[config.mk]
export PLATFORM = sky130hd
export DESIGN_NAME = cod_pos
export DESIGN_NICKNAME = d
export VERILOG_FILES = /design/src/hw/rtl/cod_pkg.sv /design/src/hw/rtl/cod_pos.sv
export SDC_FILE = /design/constraint.sdc
export NUM_CORES = 1
export LEC_CHECK = 0
export BUFFER_PORTS_ARGS = -buffer_cell sky130_fd_sc_hd__buf_2
export CORE_MARGIN = 1.5
export CORE_UTILIZATION = 55
export DETAILED_ROUTE_END_ITERATION = 7
export PLACE_DENSITY = 0.81
export SLEW_MARGIN = 5
export SYNTH_ARGS = -nofsm -noshare
export SYNTH_HDL_FRONTEND = slang
export SYNTH_SLANG_ARGS = --single-unit
export TNS_END_PERCENT = 10
[constraint.sdc]
create_clock -name clk_i -period 11.4 [get_ports clk_i]
set_clock_uncertainty 0.05 [all_clocks]
set_input_delay 0 -clock clk_i [delete_from_list [all_inputs] [get_ports clk_i]]
set_output_delay 0 -clock clk_i [all_outputs]
set_load 0.03 [all_outputs]
[src/hw/rtl/cod_pkg.sv]
// shared types and constants of the chunk occupancy downsampler
package cod_pkg;

  localparam int CFG_W       = 13;
  localparam int CFG_IDX_W   = 3;
  localparam int SHIFT_W     = 3;
  localparam int COORD_W     = 12;
  localparam int IN_TDATA_W  = 8;
  localparam int OUT_TDATA_W = 40;

  localparam logic [SHIFT_W-1:0] MAX_SHIFT = 3'd6;

  localparam logic [CFG_W-1:0]   RESET_DIM   = 13'd1024;
  localparam logic [SHIFT_W-1:0] RESET_SHIFT = 3'd5;

  typedef enum logic [CFG_IDX_W-1:0] {
    REG_VOLUME_WIDTH  = 3'd0,
    REG_VOLUME_HEIGHT = 3'd1,
    REG_VOLUME_SLICES = 3'd2,
    REG_CHUNK_SHIFT   = 3'd3
  } cfg_reg_e;

  // per-voxel control bits handed from the position stage to the flag stage
  typedef struct packed {
    logic voxel_set;
    logic first;
    logic last;
    logic in_range;
  } vox_ctl_t;

endpackage

[src/hw/rtl/cod_pos.sv]
// raster position counters and chunk coordinate stage
module cod_pos import cod_pkg::*; #(
  parameter int MAX_DIM = 4096
) (
  input  logic                                clk_i,
  input  logic                                rst_ni,
  input  logic                                in_valid_i,
  output logic                                in_ready_o,
  input  logic                                voxel_set_i,
  input  logic                                volume_start_i,
  input  logic [(($clog2(MAX_DIM+1) > CFG_W) ? $clog2(MAX_DIM+1) : CFG_W)-1:0] w_eff_i,
  input  logic [(($clog2(MAX_DIM+1) > CFG_W) ? $clog2(MAX_DIM+1) : CFG_W)-1:0] h_eff_i,
  input  logic [(($clog2(MAX_DIM+1) > CFG_W) ? $clog2(MAX_DIM+1) : CFG_W)-1:0] s_eff_i,
  input  logic [(($clog2(MAX_DIM+1) > CFG_W) ? $clog2(MAX_DIM+1) : CFG_W)-1:0] nx_i,
  input  logic [(($clog2(MAX_DIM+1) > CFG_W) ? $clog2(MAX_DIM+1) : CFG_W)-1:0] ny_i,
  input  logic [(($clog2(MAX_DIM+1) > CFG_W) ? $clog2(MAX_DIM+1) : CFG_W)-1:0] nz_i,
  input  logic [SHIFT_W-1:0]                  shift_i,
  output logic                                a_valid_o,
  input  logic                                a_ready_i,
  output vox_ctl_t                            a_ctl_o,
  output logic [$clog2(MAX_DIM)-1:0]          a_cx_o,
  output logic [$clog2(MAX_DIM)-1:0]          a_cy_o,
  output logic [$clog2(MAX_DIM)-1:0]          a_cz_o
);

  localparam int POS_W = $clog2(MAX_DIM);
  localparam int EFF_W = $clog2(MAX_DIM+1);
  localparam int CW    = (EFF_W > CFG_W) ? EFF_W : CFG_W;

  logic [POS_W-1:0] col_q, row_q, slc_q;
  logic [POS_W-1:0] col_d, row_d, slc_d;
  logic [POS_W-1:0] cur_c, cur_r, cur_s;
  logic [POS_W-1:0] cx, cy, cz, mask;
  logic [CW-1:0]    col_inc, row_inc, slc_inc;
  logic             col_wrap, row_wrap, slc_wrap;
  logic             accept;
  vox_ctl_t         ctl;

  logic             a_valid_q;
  vox_ctl_t         a_ctl_q;
  logic [POS_W-1:0] a_cx_q, a_cy_q, a_cz_q;

  assign in_ready_o = !a_valid_q || a_ready_i;
  assign accept     = in_valid_i && in_ready_o;

  // a new volume restarts the raster before this voxel is placed
  assign cur_c = volume_start_i ? '0 : col_q;
  assign cur_r = volume_start_i ? '0 : row_q;
  assign cur_s = volume_start_i ? '0 : slc_q;

  assign cx   = cur_c >> shift_i;
  assign cy   = cur_r >> shift_i;
  assign cz   = cur_s >> shift_i;
  assign mask = ~({POS_W{1'b1}} << shift_i);

  always_comb begin
    ctl.voxel_set = voxel_set_i;
    ctl.first     = ((cur_c & mask) == '0) && ((cur_r & mask) == '0)
                    && ((cur_s & mask) == '0);
    ctl.last      = ((cur_c & mask) == mask) && ((cur_r & mask) == mask)
                    && ((cur_s & mask) == mask);
    ctl.in_range  = (CW'(cx) < nx_i) && (CW'(cy) < ny_i) && (CW'(cz) < nz_i);
  end

  always_comb begin
    col_inc  = CW'(cur_c) + CW'(1);
    row_inc  = CW'(cur_r) + CW'(1);
    slc_inc  = CW'(cur_s) + CW'(1);
    col_wrap = col_inc >= w_eff_i;
    row_wrap = row_inc >= h_eff_i;
    slc_wrap = slc_inc >= s_eff_i;
    col_d    = col_wrap ? '0 : POS_W'(col_inc);
    row_d    = cur_r;
    slc_d    = cur_s;
    if (col_wrap) begin
      row_d = row_wrap ? '0 : POS_W'(row_inc);
      if (row_wrap) begin
        slc_d = slc_wrap ? '0 : POS_W'(slc_inc);
      end
    end
  end

  always_ff @(posedge clk_i or negedge rst_ni) begin
    if (!rst_ni) begin
      col_q     <= '0;
      row_q     <= '0;
      slc_q     <= '0;
      a_valid_q <= 1'b0;
    end else begin
      if (accept) begin
        col_q <= col_d;
        row_q <= row_d;
        slc_q <= slc_d;
      end
      if (in_ready_o) begin
        a_valid_q <= accept;
      end
    end
  end

  always_ff @(posedge clk_i) begin
    if (accept) begin
      a_ctl_q <= ctl;
      a_cx_q  <= cx;
      a_cy_q  <= cy;
      a_cz_q  <= cz;
    end
  end

  assign a_valid_o = a_valid_q;
  assign a_ctl_o   = a_ctl_q;
  assign a_cx_o    = a_cx_q;
  assign a_cy_o    = a_cy_q;
  assign a_cz_o    = a_cz_q;

endmodule

==> results of run 1 <==
## cell families after synthesis
group                      after synthesis  synth area share
adders and majority gates               75            0.1374
buffers and inverters                  131           0.07619
and+or+nand+nor                        273            0.1934
AOI/OAI and AO/OA                      176            0.1720
xor gates and xnor gates                27           0.03462
DFF                                     77            0.3114
muxes                                   43           0.07509
## through the flow
| stage | hold WS (ns) | util | worst slack, ns | std cells |
|---|---|---|---|---|
| 2_1_floorplan | -0.3456 | - | 7.606 | 802 |
| 3_5_place_dp | 0.1151 | 0.6209 | 6.630 | 1049 |
| 5_1_grt | 0.06353 | 0.6511 | 6.471 | 1069 |
| 3_3_place_gp | 0.1144 | 0.6209 | 6.773 | 1049 |
| 4_1_cts | 0.03254 | 0.6511 | 6.992 | 1069 |
| 6_report | 0.03536 | 0.6511 | 6.888 | 1069 |
## final timing paths
| path | endpoint | slack (ns) | depth (start not counted) | start |
|---|---|---|---|---|
| setup / recovery | slc_q[9]$_DFFE_PN0P_ | 6.89 | 16 | volume_start_i |
| hold / removal | row_q[4]$_DFFE_PN0P_ | 0.04 | 2 | volume_start_i |
| setup reg to reg | row_q[6]$_DFFE_PN0P_ | 6.94 | 16 | row_q[0]$_DFFE_PN0P_ |
| hold reg to reg | col_q[0]$_DFFE_PN0P_ | 0.50 | 2 | col_q[0]$_DFFE_PN0P_ |
| max in group asynchronous | col_q[8]$_DFFE_PN0P_ | 10.47 | 2 | rst_ni |
| min in group asynchronous | a_valid_o$_DFFE_PN0N_ | 0.27 | 2 | rst_ni |
## timing repair
| item | CTS | global route |
|---|---|---|
| resized for setup | 0 | 0 |
| hold buffers | 4 | 0 |
| hold endpoints to repair | 39 | 0 |
## state kept, by name, indices dropped and copies added, names as in the netlist
register	count
a_cx_o	12
a_cz_o	12
slc_q	12
a_ctl_o	4
a_cy_o	12
a_valid_o	1
col_q	12
row_q	12
## cell usage after synthesis (all sizes together) (7+ instances only)
cell type  count
nand3         23
nand2         76
dfrtp         37
inv           75
nor3b          8
mux2i         31
xor2          18
nor2          75
nor2b         15
nor3          20
clkbuf        33
nand4         15
o41ai          7
ha            75
a21o          17
xnor2          9
a22o          13
and3           7
o21ai         34
a21oi         47
o22ai         12
buf           21
edfxtp        40
a22oi          9
## per-layer routing
metal / GRT usage / routed length, um / vias to the layer above
met2: 0.4499 / 8109 / 284
met5: 0 / 0 / -
met4: 0.08417 / 274 / 0
met1: 0.3561 / 7375 / 2856
met3: 0.04711 / 1290 / 23
li1: - / - / 3067
## layout make-up
cell class / count / area (um^2)
inverters: 77 / 289.0
well taps: 168 / 210.2
clock buffers: 10 / 239.0
fillers: 1016 / 4208
multi-input cells: 594 / 4184
repair buffers: 137 / 718.2
clock inverters: 6 / 86.33
flip-flops and latches: 77 / 2127
## report_power, final
part | switching [mW] | total [mW] | internal (mW) | leakage, nW
clock | 0.116 | 0.313 | 0.197 | 0.158
sequential | 0.00469 | 0.308 | 0.303 | 0.906
combinational | 0.0739 | 0.114 | 0.0401 | 2.78
total | 0.195 | 0.735 | 0.540 | 3.84
## worst register-to-register path: stages (launching register included)
cell and delay (ns):
dfrtp_1 0.47, nor2b_1 0.31, ha_1 0.30, and3_1 0.26
and3_1 0.30, nand2_1 0.12, or3_1 0.36, a21oi_1 0.23
ha_1 0.29, a21oi_1 0.14, o21ai_0 0.18, a2111oi_4 0.35
nor2_2 0.17, nor3b_1 0.42, buf_4 0.25, nand2_1 0.06
mux2i_1 0.13
==> results.py, run 1 <==
metrics = {
    "critical_path": {
        "cp_max_fo": 67,
        "crit_path_max_incr_delay_ns": 0.59,
        "critPathArrivalTime_ns": 4.69,
        "critPathKind": "primary input to flip-flop",
        "cpMaxStageDelayCell": "buf_4",
        "critical_path_required_ns": 11.57,
        "path_cells": "buf_2 > buf_4 > inv_1 > and4_1 > and3_1 > nand3_1 > xor2_1 > nor2_1 > ha_1 > a21oi_1 > o21ai_0 > a221o_1 > a21o_1 > and4bb_1 > and2_4 > a22o_1",
        "critPathBufInv": 3,
        "worstSetupEndpointType": "flip-flop",
        "crit_path_start_kind": "primary input",
        "crit_family": "buffers and inverters",
    },
    "detailed_routing": {
        "wl_per_cell_um": 15.95,
        "drc": 0,
        "drt_iter0_drc": 566,
        "ant_nets": 0,
        "dr_total_vias": 6230,
        "dr.pass1.iters": 5,
        "vias_per_cell": 5.828,
        "wl_um": 17050,
    },
    "final_layout": {
        "stdcell_area_mm2": 0.007854,
        "nets": 1058,
        "diodes": 0,
        "drive_gt1_frac": 0.1909,
        "final_common_cell": "buf_2",
        "mostFrequentLayoutCells": "buf_2, nand2_1, inv_1, ha_1, nor2_1",
        "area_growth_pct": 14.96,
    },
    "synthesis": {
        "synth_area_mm2": 0.006832,
        "synth-edff-count": 40,
        "synth_async_sr_flop_share": 0.4805,
        "synth_top_area_cell": "edfxtp_1",
        "yosysWarnings": 0,
        "ys_types": 58,
        "ys_ff_latch": 77,
        "syn_area_per_cell_um2": 8.518,
        "synth_fp_nets": 964,
        "ys_seq_area_frac": 0.3114,
        "ys_dominant_reg_cell": "edfxtp_1",
        "synth_area_leaders": "edfxtp_1, ha_1, dfrtp_1",
        "synth_top_area_frac": 0.1758,
        "syn_inst": 802,
    },
    "worst_hold_path": {
        "hold_path.class": "primary input to flip-flop",
    },
    "sta": {
        "setup_viol": 0,
        "fmax_mhz": 221.6,
        "relSlewSlack": 0.3496,
        "tightest_slew_ns": 0.9757,
        "rsz0062_at_grt": "no",
        "drv_slew": 0,
        "fin_crit_ns": 4.512,
        "finalHoldViolations": 0,
        "finalSetupTns_ns": 0,
        "period_share": 0.3958,
    },
    "run_status": {
        "status": "finished clean",
    },
    "placed_design": {
        "place_area_mm2": 0.007488,
        "portBuffers": 128,
        "hpwl_um": 12730,
        "place.gp.congestion": 0.8638,
    },
    "floorplan": {
        "io_pins": 129,
        "initial_core_util": 0.5664,
        "rows": 40,
        "die_x_um": 114.5,
        "die_y_um": 114.5,
        "dieArea_mm2": 0.01310,
        "core_mm2": 0.01206,
    },
    "global_route": {
        "grt_max_degree": 68,
        "grt_pass1_vias": 5795,
        "grt_antenna_before_repair": 0,
        "gr-usage-all-layers": 0.2690,
        "grt_pass1_wl_um": 27940,
        "grt-ovfl-total": 0,
    },
    "pwr": {
        "total_power_uw": 734.9,
        "p_per_area_mw_per_mm2": 93.57,
        "p_leak_nw": 3.840,
        "max-vdd-ir-drop_mv": 0.06122,
    },
    "clock_network": {
        "clkTransAtPathRegs_ns": 0.07,
        "clkLatencyLatePin_ns": 0.35,
        "cts.path.max_buffers": 2,
        "tritoncts": "yes",
        "cts_root_buf": "clkbuf_16",
        "cts_num_sinks": 77,
        "post_cts_buffers": 0,
        "htree_levels": 3,
        "cts_buffers": 9,
    },
    "job": {
        "drv_cap": 0,
    },
}
Note: power is estimated with default switching activity, not from simulation.
==> run 2, diff against run 1 <==
ABC_AREA = 1   (was unset)
clock period = 4.5 ns   (was 11.4 ns; I/O delays follow)
==> results.py, run 2 <==
metrics = {
    "worst_hold_path": {
        "min_to": "a_ctl_o[0]$_DFFE_PP_",
        "hold_path.class": "primary input to flip-flop",
        "worstHoldPathCells": 7,
        "hold_start": "ny_i[0]",
    },
    "pwr": {
        "p_per_area_mw_per_mm2": 235.5,
        "p_int_mw": 1.357,
        "p_switching_uw": 605.7,
        "power.share.combinational": 0.222,
        "swShare": 0.3087,
        "max-vdd-ir-drop_mv": 0.1754,
        "clkPwrFrac": 0.368,
        "p_leak_nw": 4.697,
        "total_power_mw": 1.962,
        "seqPwrFrac": 0.410,
    },
    "synthesis": {
        "ys_dominant_reg_cell": "edfxtp_1",
        "ys_top_cells_by_count": "nand2_1, inv_1, nor2_1, ha_1, nand3_1",
        "synth_fp_nets": 1238,
        "synth_area_mm2": 0.007317,
        "yosysWarnings": 0,
        "syn_inst": 1076,
        "synth_area_leaders": "edfxtp_1, nand2_1, ha_1",
        "synth_top_area_cell": "edfxtp_1",
        "synth-edff-count": 40,
        "synth_async_sr_flop_share": 0.4805,
        "ys_ff_latch": 77,
        "synth_top_area_frac": 0.1642,
        "syn_area_per_cell_um2": 6.800,
        "ys_seq_area_frac": 0.2907,
        "synth.most_common_cell": "nand2_1",
        "ys_types": 44,
    },
    "critical_path": {
        "crit_path_start_kind": "flip-flop",
        "ff2ff_setup_slack_ns": 0.54,
        "r2r_cells": 22,
        "critPathArrivalTime_ns": 4.18,
        "reg2reg_to": "row_q[1]$_DFFE_PN0P_",
        "critical_path_required_ns": 4.73,
        "worstSetupEndpointType": "flip-flop",
        "rr_startpoint": "col_q[0]$_DFFE_PN0P_",
        "cp_max_fo": 13,
        "critPathKind": "flip-flop to flip-flop",
    },
    "global_route": {
        "grt_pass1_wl_um": 32170,
        "grt_antenna_before_repair": 0,
        "gr-usage-all-layers": 0.2802,
        "grt_max_degree": 44,
        "grt_pass1_vias": 6744,
        "grt-ovfl-total": 0,
    },
    "clock_network": {
        "tritoncts": "yes",
        "clkLatencyLatePin_ns": 0.34,
        "cts_root_buf": "clkbuf_16",
        "post_cts_buffers": 0,
        "htree_levels": 3,
        "clkTransAtPathRegs_ns": 0.06,
        "cts_num_sinks": 77,
        "cts_buffers": 9,
        "cts_resized": 0,
        "cts.path.max_buffers": 2,
    },
    "final_layout": {
        "drive_gt1_frac": 0.1683,
        "n_fill_cell": 1180,
        "mostFrequentLayoutCells": "nand2_1, inv_1, buf_2",
        "final_common_cell": "nand2_1",
        "nets": 1351,
        "stdcell_area_mm2": 0.008333,
        "diodes": 0,
        "area_growth_pct": 13.89,
    },
    "placed_design": {
        "portBuffers": 128,
        "place_area_mm2": 0.008010,
        "place.gp.congestion": 0.9416,
        "hpwl_um": 15110,
        "place_ws_ns": 0.5583,
    },
    "sta": {
        "fmax_mhz": 252.8,
        "rsz0062_at_grt": "no",
        "drv_slew": 0,
        "setup_ws_ns": 0.5435,
        "finalHoldViolations": 0,
        "setup_viol": 0,
        "fin_crit_ns": 3.956,
        "finalSetupTns_ns": 0,
        "period_share": 0.8792,
        "tightest_slew_ns": 0.8795,
        "hold_ws_ns": 0.1775,
        "relSlewSlack": 0.4137,
    },
    "floorplan": {
        "core_mm2": 0.01282,
        "rows": 41,
        "dieArea_mm2": 0.01400,
        "die_x_um": 118.3,
        "io_pins": 129,
        "initial_core_util": 0.5705,
        "die_y_um": 118.3,
    },
    "detailed_routing": {
        "drc": 0,
        "vias_per_cell": 5.392,
        "drt_iter0_drc": 926,
        "dr_total_vias": 7366,
        "wl_um": 19120,
        "dr.pass1.iters": 5,
        "wl_per_cell_um": 14.00,
        "ant_nets": 0,
    },
    "job": {
        "drv_cap": 0,
    },
    "run_status": {
        "status": "finished clean",
    },
}
[run 2: repair_timing]
item,4_1_cts,5_1_grt
setup endpoints to repair,0,0
hold buffers,3,0
hold endpoints to repair,39,0
[run 2: layout make-up]
class	count	area [um^2]	share of cell area
multi-input cells	761	4227	0.5072
flip-flops and latches	77	2127	0.2553
inverters	206	778.2	0.09339
repair buffers	134	693.2	0.08318
clock buffers	10	229.0	0.02748
well taps	172	215.2	0.02583
clock inverters	6	63.81	0.007658
[run 2: cells by family (layout without fill, tap and decap cells)]
kind of cell | count (synthesis) | count (layout) | share of synthesized area
XOR/XNOR | 10 | 10 | 0.01197
flip-flops | 77 | 77 | 0.2907
multiplexers | 3 | 3 | 0.004104
adder cells (fa/ha/maj) | 75 | 75 | 0.1282
AO/OA/AOI/OAI | 147 | 147 | 0.1151
buffers and inverters | 238 | 356 | 0.1317
AND/OR/NAND/NOR | 526 | 526 | 0.3182
[run 2: metal layers]
layer  wire, um  vias to the layer above  share of wire  GRT usage
met5          0                        -              0          0
met4        637                        0          0.033     0.1029
met3       1753                       59          0.092    0.03523
met2       8268                      391           0.43     0.4506
met1       8462                     3222           0.44     0.3862
li1           -                     3694              -          -
[run 2: worst max-delay path by stage]
stage / start / endpoint
2_1_floorplan: col_q[0]$_DFFE_PN0P_ / slc_q[9]$_DFFE_PN0P_
3_3_place_gp: col_q[0]$_DFFE_PN0P_ / col_q[10]$_DFFE_PN0P_
3_5_place_dp: volume_start_i / row_q[1]$_DFFE_PN0P_
4_1_cts: col_q[0]$_DFFE_PN0P_ / row_q[1]$_DFFE_PN0P_
5_1_grt: col_q[0]$_DFFE_PN0P_ / row_q[10]$_DFFE_PN0P_
6_report: col_q[0]$_DFFE_PN0P_ / row_q[1]$_DFFE_PN0P_
[run 2: critical path, cell delays in order (launching register included)]
cell	delay, ns
dfrtp_1	0.42
inv_1	0.08
nor2_1	0.40
ha_1	0.27
nand2_2	0.09
nor2_4	0.10
nand2_1	0.10
nor2_4	0.13
nand2_1	0.08
xor2_1	0.24
inv_1	0.07
ha_1	0.29
nand2_1	0.08
inv_1	0.04
a21oi_1	0.16
nand2_1	0.07
nand2_1	0.07
nand3_2	0.11
nand2_1	0.35
nand2_1	0.36
inv_1	0.18
nand3_1	0.09
nand2_1	0.06
[run 2: power groups by stage]
stage,Clock (mW),Combinational (mW),Sequential [mW]
finish,0.723,0.436,0.804
global route,0.752,0.491,0.807
CTS,0.725,0.435,0.804
detailed placement,0,0.431,0.817
global placement,0,0.422,0.817
floorplan,0,0.247,0.871
[run 2: metrics by stage]
stage	utilization	std cells
2_1_floorplan	-	1076
3_3_place_gp	0.6246	1347
3_5_place_dp	0.6246	1347
4_1_cts	0.6498	1366
5_1_grt	0.6498	1366
6_report	0.6498	1366
